### config.mk
export PLATFORM = sky130hd
export DESIGN_NAME = telnet_command_filter_core
export DESIGN_NICKNAME = d
export VERILOG_FILES = /design/src/hw/rtl/tcf_pkg.sv /design/src/hw/rtl/telnet_command_filter_core.sv /design/src/hw/rtl/tcf_parser.sv
export VERILOG_INCLUDE_DIRS = /design/src /design/src/hw/rtl
export SDC_FILE = /design/constraint.sdc
export NUM_CORES = 1
export LEC_CHECK = 0
export ABC_CLOCK_PERIOD_IN_PS = 2860
export BUFFER_PORTS_ARGS = -buffer_cell sky130_fd_sc_hd__buf_2
export CELL_PAD_IN_SITES_DETAIL_PLACEMENT = 1
export CELL_PAD_IN_SITES_GLOBAL_PLACEMENT = 1
export CORE_AREA = 4 4 124 126
export DETAILED_ROUTE_END_ITERATION = 10
export DIE_AREA = 0 0 128 130
export GPL_TIMING_DRIVEN = 0
export PLACE_DENSITY = 0.82
export SYNTH_ARGS = -nofsm -noshare
export SYNTH_HDL_FRONTEND = slang
export SYNTH_SLANG_ARGS = --single-unit
### constraint.sdc
create_clock -name clk -period 2.86 [get_ports clk]
set_clock_uncertainty 0.05 [all_clocks]
set_input_delay 0.286 -clock clk [delete_from_list [all_inputs] [get_ports clk]]
set_output_delay 0.286 -clock clk [all_outputs]
set_load 0.01 [all_outputs]
### src/hw/rtl/telnet_command_filter_core_macros.svh
// Assertion macros used by the telnet command filter RTL (telnet_command_filter_core).
// Needs a clock named clk and an active-low reset named rst_n in scope.
`ifndef TELNET_COMMAND_FILTER_CORE_MACROS_SVH
`define TELNET_COMMAND_FILTER_CORE_MACROS_SVH

// Check a property on every rising edge outside reset.
`define TCF_ASSERT(label, prop, msg) \
  label: assert property (@(posedge clk) disable iff (!rst_n) (prop)) else $error(msg);

// Check a property on every rising edge, reset included.
`define TCF_ASSERT_ALWAYS(label, prop, msg) \
  label: assert property (@(posedge clk) (prop)) else $error(msg);

`endif

### src/hw/rtl/tcf_pkg.sv
// Package for the telnet command filter: codes, sizes and the state and result types.
// No dependencies; used by tcf_parser and telnet_command_filter_core.
package tcf_pkg;

  localparam int SUBNEG_DEPTH = 1024;
  localparam int CNT_W        = $clog2(SUBNEG_DEPTH + 1);
  localparam int HEAD_LEN     = 5;
  localparam int HEAD_IDX_W   = $clog2(HEAD_LEN);

  localparam int IN_TDATA_W   = 8;
  localparam int OUT_TDATA_W  = 48;
  localparam int OUT_PAD_W    = OUT_TDATA_W - 43;

  localparam logic [7:0] CODE_IAC  = 8'd255;
  localparam logic [7:0] CODE_DONT = 8'd254;
  localparam logic [7:0] CODE_DO   = 8'd253;
  localparam logic [7:0] CODE_WONT = 8'd252;
  localparam logic [7:0] CODE_WILL = 8'd251;
  localparam logic [7:0] CODE_SB   = 8'd250;
  localparam logic [7:0] CODE_SE   = 8'd240;
  localparam logic [7:0] OPT_NAWS  = 8'd31;

  // Bit positions in the pending verb flags
  localparam int VERB_DONT = 0;
  localparam int VERB_DO   = 1;
  localparam int VERB_WONT = 2;
  localparam int VERB_WILL = 3;

  localparam logic [15:0] WIDTH_RST  = 16'd80;
  localparam logic [15:0] HEIGHT_RST = 16'd25;

  typedef struct packed {
    logic                          escape_seen;
    logic                          in_subneg;
    logic [CNT_W-1:0]              count;
    logic [HEAD_LEN-1:0][7:0]      head;
    logic [3:0]                    verbs;
    logic [15:0]                   width;
    logic [15:0]                   height;
  } tcf_state_t;

  typedef struct packed {
    logic        overflow_error;
    logic        size_update;
    logic [15:0] window_height;
    logic [15:0] window_width;
    logic [7:0]  data_byte;
    logic        data_valid;
  } tcf_result_t;

endpackage

### src/hw/rtl/telnet_command_filter_core.sv
// Telnet command filter: strips IAC commands from a byte stream and tracks NAWS size.
// Top level; depends on tcf_pkg, tcf_parser and telnet_command_filter_core_macros.svh.
// Registered output: the result shows on out_tvalid in the cycle after input accept.
// Throughput: one byte per cycle while out_tready is high; the output register is refilled in the cycle it drains.
// Reset (rst_n low, synchronous): no result pending, all flags and counts clear,
// window size 80 x 25; in_tready is low while reset is held.
`include "telnet_command_filter_core_macros.svh"

module telnet_command_filter_core
  import tcf_pkg::*;
(
  input  logic                   clk,
  input  logic                   rst_n,
  input  logic                   in_tvalid,
  output logic                   in_tready,
  input  logic [IN_TDATA_W-1:0]  in_tdata,   // [7:0] rx_byte
  output logic                   out_tvalid,
  input  logic                   out_tready,
  // [0] data_valid, [8:1] data_byte, [24:9] window_width, [40:25] window_height,
  // [41] size_update, [42] overflow_error, [47:43] zero
  output logic [OUT_TDATA_W-1:0] out_tdata
);

  tcf_state_t  state_r, state_nxt;
  tcf_result_t res_nxt, res_r;
  logic        out_valid_r, out_valid_nxt;
  logic        in_accept;

  tcf_parser u_parser (
    .state_i  (state_r),
    .rx_byte  (in_tdata[7:0]),
    .state_o  (state_nxt),
    .result_o (res_nxt)
  );

  assign in_tready     = rst_n && (!out_valid_r || out_tready);
  assign in_accept     = in_tvalid && in_tready;
  assign out_valid_nxt = in_accept || (out_valid_r && !out_tready);

  always_ff @(posedge clk) begin
    if (!rst_n) begin
      out_valid_r         <= 1'b0;
      state_r.escape_seen <= 1'b0;
      state_r.in_subneg   <= 1'b0;
      state_r.count       <= '0;
      state_r.head        <= '0;
      state_r.verbs       <= '0;
      state_r.width       <= WIDTH_RST;
      state_r.height      <= HEIGHT_RST;
    end else begin
      out_valid_r <= out_valid_nxt;
      if (in_accept) begin
        state_r <= state_nxt;
      end
    end
  end

  // hold the result until taken
  always_ff @(posedge clk) begin
    if (in_accept) begin
      res_r <= res_nxt;
    end
  end

  assign out_tvalid = out_valid_r;
  assign out_tdata  = {{OUT_PAD_W{1'b0}}, res_r};

  `TCF_ASSERT(a_count_idle, !state_r.in_subneg |-> state_r.count == '0, "count nonzero outside subnegotiation")
  `TCF_ASSERT(a_ovf_aborts, in_accept && res_nxt.overflow_error |=> !state_r.in_subneg, "overflow did not abort subnegotiation")
  `TCF_ASSERT(a_size_stable, !(in_accept && res_nxt.size_update) |=> $stable(state_r.width) && $stable(state_r.height), "window size changed without update")
  `TCF_ASSERT(a_excl_flags, out_tvalid |-> !(res_r.data_valid && (res_r.size_update || res_r.overflow_error)), "data and command flags together")
  `TCF_ASSERT_ALWAYS(a_no_accept_rst, !rst_n |-> !in_tready, "input ready during reset")

endmodule

### src/hw/rtl/tcf_parser.sv
// Per-byte telnet command decoder: next filter state and the result for one item.
// Pure combinational logic; depends on tcf_pkg.
module tcf_parser
  import tcf_pkg::*;
(
  input  tcf_state_t  state_i,
  input  logic [7:0]  rx_byte,
  output tcf_state_t  state_o,
  output tcf_result_t result_o
);

  logic             dv;
  logic             upd;
  logic             ovf;
  logic [CNT_W-1:0] cnt_inc;

  assign cnt_inc = state_i.count + CNT_W'(1);

  always_comb begin
    state_o = state_i;
    dv      = 1'b0;
    upd     = 1'b0;
    ovf     = 1'b0;

    if (rx_byte == CODE_IAC && !state_i.escape_seen) begin
      state_o.escape_seen = 1'b1;
    end else if (rx_byte != CODE_IAC && state_i.escape_seen) begin
      state_o.escape_seen = 1'b0;
      case (rx_byte)
        CODE_SB: begin
          state_o.count     = '0;
          state_o.in_subneg = 1'b1;
        end
        CODE_SE: begin
          if (state_i.in_subneg) begin
            if (state_i.count >= CNT_W'(HEAD_LEN) && state_i.head[0] == OPT_NAWS) begin
              state_o.width  = {state_i.head[1], state_i.head[2]};
              state_o.height = {state_i.head[3], state_i.head[4]};
              upd            = 1'b1;
            end
            state_o.count     = '0;
            state_o.in_subneg = 1'b0;
          end
        end
        CODE_DONT: state_o.verbs[VERB_DONT] = 1'b1;
        CODE_DO:   state_o.verbs[VERB_DO]   = 1'b1;
        CODE_WONT: state_o.verbs[VERB_WONT] = 1'b1;
        CODE_WILL: state_o.verbs[VERB_WILL] = 1'b1;
        default: ;
      endcase
    end else begin
      // plain byte or second half of a doubled IAC
      state_o.escape_seen = 1'b0;
      if (state_i.in_subneg) begin
        if (state_i.count < CNT_W'(HEAD_LEN)) begin
          state_o.head[state_i.count[HEAD_IDX_W-1:0]] = rx_byte;
        end
        if (cnt_inc >= CNT_W'(SUBNEG_DEPTH)) begin
          ovf               = 1'b1;
          state_o.count     = '0;
          state_o.in_subneg = 1'b0;
        end else begin
          state_o.count = cnt_inc;
        end
      end else if (state_i.verbs[VERB_DONT]) begin
        state_o.verbs[VERB_DONT] = 1'b0;
      end else if (state_i.verbs[VERB_DO]) begin
        state_o.verbs[VERB_DO] = 1'b0;
      end else if (state_i.verbs[VERB_WONT]) begin
        state_o.verbs[VERB_WONT] = 1'b0;
      end else if (state_i.verbs[VERB_WILL]) begin
        state_o.verbs[VERB_WILL] = 1'b0;
      end else begin
        dv = 1'b1;
      end
    end
  end

  always_comb begin
    result_o.data_valid     = dv;
    result_o.data_byte      = dv ? rx_byte : 8'd0;
    result_o.window_width   = state_o.width;
    result_o.window_height  = state_o.height;
    result_o.size_update    = upd;
    result_o.overflow_error = ovf;
  end

endmodule
---- Yosys cells after proc, flatten, opt, wreduce, memory -nomap -nowiden ----
Index checks and enable logic that the tools add are counted.
operators by class
  reductions and logical operators ........ 22
  bitwise gates (word level) .............. 4
  $add $sub $neg .......................... 1
  muxes and demuxes ....................... 34
  magnitude comparators ................... 5
  eq/ne operators ......................... 19
operators with widths
  cell                                                    count
  2-to-1 mux 32 bit                                       5
  == test 8 bit (second input constant)                   7
  2-to-1 mux 52 bit                                       1
  bitwise mux 40 bit                                      1
  2-to-1 mux 40 bit                                       1
  demux 8 bit (select 3 bit)                              1
  case mux 12 bit (2 select lines)                        1
  2-to-1 mux 11 bit                                       2
  2-to-1 mux 1 bit                                        16
  AND reduction 5 bit                                     3
  2-to-1 mux 12 bit                                       1
  adder 11 x 1 -> 11 bit (second input constant)          1
  >= comparator 11 bit (second input constant)            1
  >= comparator 11 x 3 -> 1 bit (second input constant)   1
  < comparator 11 x 3 -> 1 bit (second input constant)    1
  inequality test 2 bit (second input constant)           5
  == test 8 x 5 -> 1 bit (second input constant)          1
  2-to-1 mux 4 bit                                        2
  2-to-1 mux 8 bit                                        1
  inequality test 2 x 1 -> 1 bit (second input constant)  4
  inequality test 8 bit (second input constant)           1
  logical AND 1 bit                                       7
  AND reduction 7 bit                                     1
  AND reduction 6 bit                                     1
  13 further kinds                                        19
word-level totals
  word-level logic and storage cells ...... 106
  input bits .............................. 12
  output and inout bits ................... 50
  register bits ........................... 133

---- Longest topological paths before layout ----
  depth after elaboration ................. 8
  gate-level depth with buffers ........... 10
  depth with buffers taken out ............ 7

---- Cells and area by module ----
A second synthesis with hierarchy kept.
unflattened totals
  cell total of the unflattened synthesis .. 693
  area, all modules ....................... 6915.4 sq um
by module, submodules not included
  module                      instances  sequential area each (sq um)  area an instance (sq um)  cells an instance
  telnet_command_filter_core  1          3093.0                        4890.9                    443
  tcf_parser                  1          0.0                           2024.4                    250

---- Least setup slack after synthesis ----
No wires, ideal clock.
  path type ............................... flip-flop to flip-flop
  from .................................... register out_valid_r (netlist: out_tvalid)
  to ...................................... register with a tool-made name
  setup slack ............................. 125 ps
  library setup time ...................... 70 ps
  arrival time ............................ 2615 ps
  cell stages (with the launch flop) ...... 9
  buffers on the path ..................... 2
  data required time ...................... 2740 ps
  clock period less this slack ............ 2735 ps
  cell sequence ........................... dfxtp_1 nor2b_1 or2_1 clkbuf_1 inv_1 and4_1 clkbuf_1 nand3_1 a21oi_1
RTL lines
  element                 line                              RTL
  start, declared         telnet_command_filter_core.sv:26  logic out_valid_r, out_valid_nxt;
  start signal, assigned  telnet_command_filter_core.sv:51  out_valid_r <= out_valid_nxt;

==> results.sh <==
export IMPL_status="completed"
export IMPL_hold_viol=0
export IMPL_syn_area_um2=5743
export IMPL_r2r_start="state_r[77]"
export IMPL_nFillCells=1651
export IMPL_clkTransAtPathRegs_ps=60
export IMPL_synth_most_common_cell="dfxtp_1"
export IMPL_num_rows=44
export IMPL_rsz0062_at_grt="no"
export IMPL_synthToLayoutAreaGrowth_pct=18.39
export IMPL_hold_depth=3
export IMPL_path_cells="clkbuf_1 -> inv_1 -> ha_1 -> o31ai_1 -> nand3_1 -> nand4_1 -> buf_2 -> mux2_1"
export IMPL_final_layout_size_suffix_gt1_frac=0.1745
export IMPL_post_cts_buffers=0
export IMPL_ys_seq_area_frac=0.5386
export IMPL_die_area_um2=16640
export IMPL_port_buffers=56
export IMPL_final_nets=683
export IMPL_ctsResizeCount=0
export IMPL_cts_buffers=17
export IMPL_hold_path_class="input pin to flop"
export IMPL_totalPowerFinal_mw=4.147
export IMPL_synth_ff_type="dfxtp_1"
export IMPL_maxSlewViolCount=0
export IMPL_setup_violations=0
export IMPL_syn_area_per_cell_um2=9.750
export IMPL_path_max_fanout=10
export IMPL_overflow=0
export IMPL_synthCells=589
export IMPL_holdBufCountCts=0
export IMPL_peakVddDrop_mv=0.3776
export IMPL_die_w_um=128
export IMPL_start_util=0.4012
export IMPL_diodes=0
export IMPL_grt_pass1_wl_mm=26.36
export IMPL_cts_tree="yes"
export IMPL_powerDensity_nw_per_um2=610.0
export IMPL_placed_cells=834
export IMPL_synthTopCellsByArea="dfxtp_1 31%, edfxtp_1 22%, nand3_1 6.6%"
export IMPL_wire_per_inst_um=19.21
export IMPL_ys_ff_latch=133
export IMPL_crit_arrival_ps=2810
export IMPL_ff2ff_setup_slack_ps=150
export IMPL_insertion_delay_ps=420
export IMPL_critPathKind="flop to flop"
export IMPL_setup_slack_ps=150.8
export IMPL_max_stage_delay_ps=380
export IMPL_rr_worst_depth=8
export IMPL_cts_sinks=133
export IMPL_drt_pass1_iterations=5
export IMPL_synth_top_area_cell="dfxtp_1"
export IMPL_crit_required_ps=2970
export IMPL_startpoint_type="flop"
export IMPL_p_leak_nw=2.590
export IMPL_root_buffer="clkbuf_16"
export IMPL_final_cells=866
export IMPL_drc=0
export IMPL_wirelength_mm=16.64
export IMPL_min_period_ps=2709
export IMPL_viasPerCell=5.676
export IMPL_synth_edf_count=43
export IMPL_synthTopCellsByCount="90 x dfxtp_1, 76 x nand3_1, 65 x nand2_1"
export IMPL_antenna_found_initial=0
export IMPL_yosysWarnings=0
export IMPL_synth_top_area_frac=0.3137
export IMPL_async_flop_share=0
export IMPL_num_io_pins=62
export IMPL_synth_distinct_cells=51
export IMPL_period_share=0.9473
export IMPL_post_place_ws_ps=-132.0
export IMPL_cp_slowest_cell="nand4_1"
export IMPL_worstMarginPinSlew_ps=1054
export IMPL_gp_congestion=0.8062
export IMPL_core_area_um2=14310
export IMPL_cap_violations=0
export IMPL_min_to="out_tvalid"
export IMPL_grt_max_degree=35
export IMPL_r2r_end="out_tdata[38]"
export IMPL_cts_htree_levels=4
export IMPL_grt_pass1_vias=5151
export IMPL_hpwl_mm=11.57
export IMPL_via_count=4915
export IMPL_grt_usage=0.2016
export IMPL_hp_start="in_tvalid"
export IMPL_clockBufferDepth=2
export IMPL_ant_nets=0
export IMPL_die_height_um=130
export IMPL_relSlewSlack=0.2916
export IMPL_end_kind="flop"
export IMPL_drtIter0Drc=355
export IMPL_fmax_mhz=369.1
[worst max path at each step]
stage	end	slack (ps)	cells after the start	from
detailed placement	out_tdata[32]	-130	7	in_tdata[1]
floorplan	flop	120	8	out_tvalid
finish	out_tdata[38]	150	8	state_r[77]
global placement	flop	-680	8	rst_n
global route	out_tdata[9]	20	8	state_r[77]
CTS	out_tdata[39]	120	8	state_r[77]
[cell families (layout without fill, tap and decap cells)]
logic type,Yosys count,after routing,synth area share
AND/OR/NAND/NOR,222,222,0.1993
AO/OA/AOI/OAI,134,134,0.1416
flip-flops,133,133,0.5386
buffers and inverters,63,152,0.04967
multiplexers,32,32,0.06274
adder cells (fa/ha/maj),2,2,0.004357
XOR/XNOR,2,2,0.003051
other,1,5,0.0006530
[layer usage]
| layer | global-route usage | up-vias | routed length (µm) |
|---|---|---|---|
| met4 | 0.07491 | 0 | 265 |
| met3 | 0.04298 | 28 | 657 |
| met5 | 0 | - | 0 |
| li1 | - | 2305 | - |
| met2 | 0.3601 | 105 | 8615 |
| met1 | 0.2391 | 2477 | 7100 |
[cell type report]
type | count | area (µm²) | share of cell area
sequential | 133 | 3093 | 0.4549
multi-input combinational | 397 | 2380 | 0.3500
clock buffer | 26 | 479.2 | 0.07048
timing repair buffer | 57 | 300.3 | 0.04417
buffer | 50 | 236.5 | 0.03478
tap | 184 | 230.2 | 0.03386
inverter | 13 | 48.80 | 0.007177
clock inverter | 6 | 31.28 | 0.004601
[cells in the final DEF (no fill, tap or decap), types with 19 or more instances in the layout]
cell type	count
edfxtp_1	43
nand3_1	76
nand2_1	65
mux2_1	30
dfxtp_1	90
o21ai_0	24
clkbuf_1	30
o31ai_1	19
buf_2	71
a21oi_1	52
[where the power goes]
group,leakage (nW),internal (mW),switching [mW]
Clock,0.256,1.14,0.767
Combinational,1.24,0.0705,0.172
Sequential,1.10,1.98,0.00937
Total,2.59,3.20,0.948
[per-stage QoR]
| step | utilization | hold slack (ps) | TNS (ps) | cell area (µm²) |
|---|---|---|---|---|
| 3_5_place_dp | 0.4393 | 392.4 | -3051 | 6289 |
| 5_1_grt | 0.4750 | 77.83 | 0 | 6799 |
| 6_report | 0.4750 | 64.03 | 0 | 6799 |
| 4_1_cts | 0.4750 | 59.39 | 0 | 6799 |
| 3_3_place_gp | 0.4379 | 382.2 | -11670 | 6269 |
| 2_1_floorplan | - | 356.7 | 0 | 5758 |
[critical path, delay by kind of cell, from the launching register on]
family	cells	cell delay [ps]
buf+inv	3	720
simple gates	2	580
mux	1	370
flops	1	330
compound gates	1	200
fa+ha+maj	1	190
(Power assumes the default switching activity.)
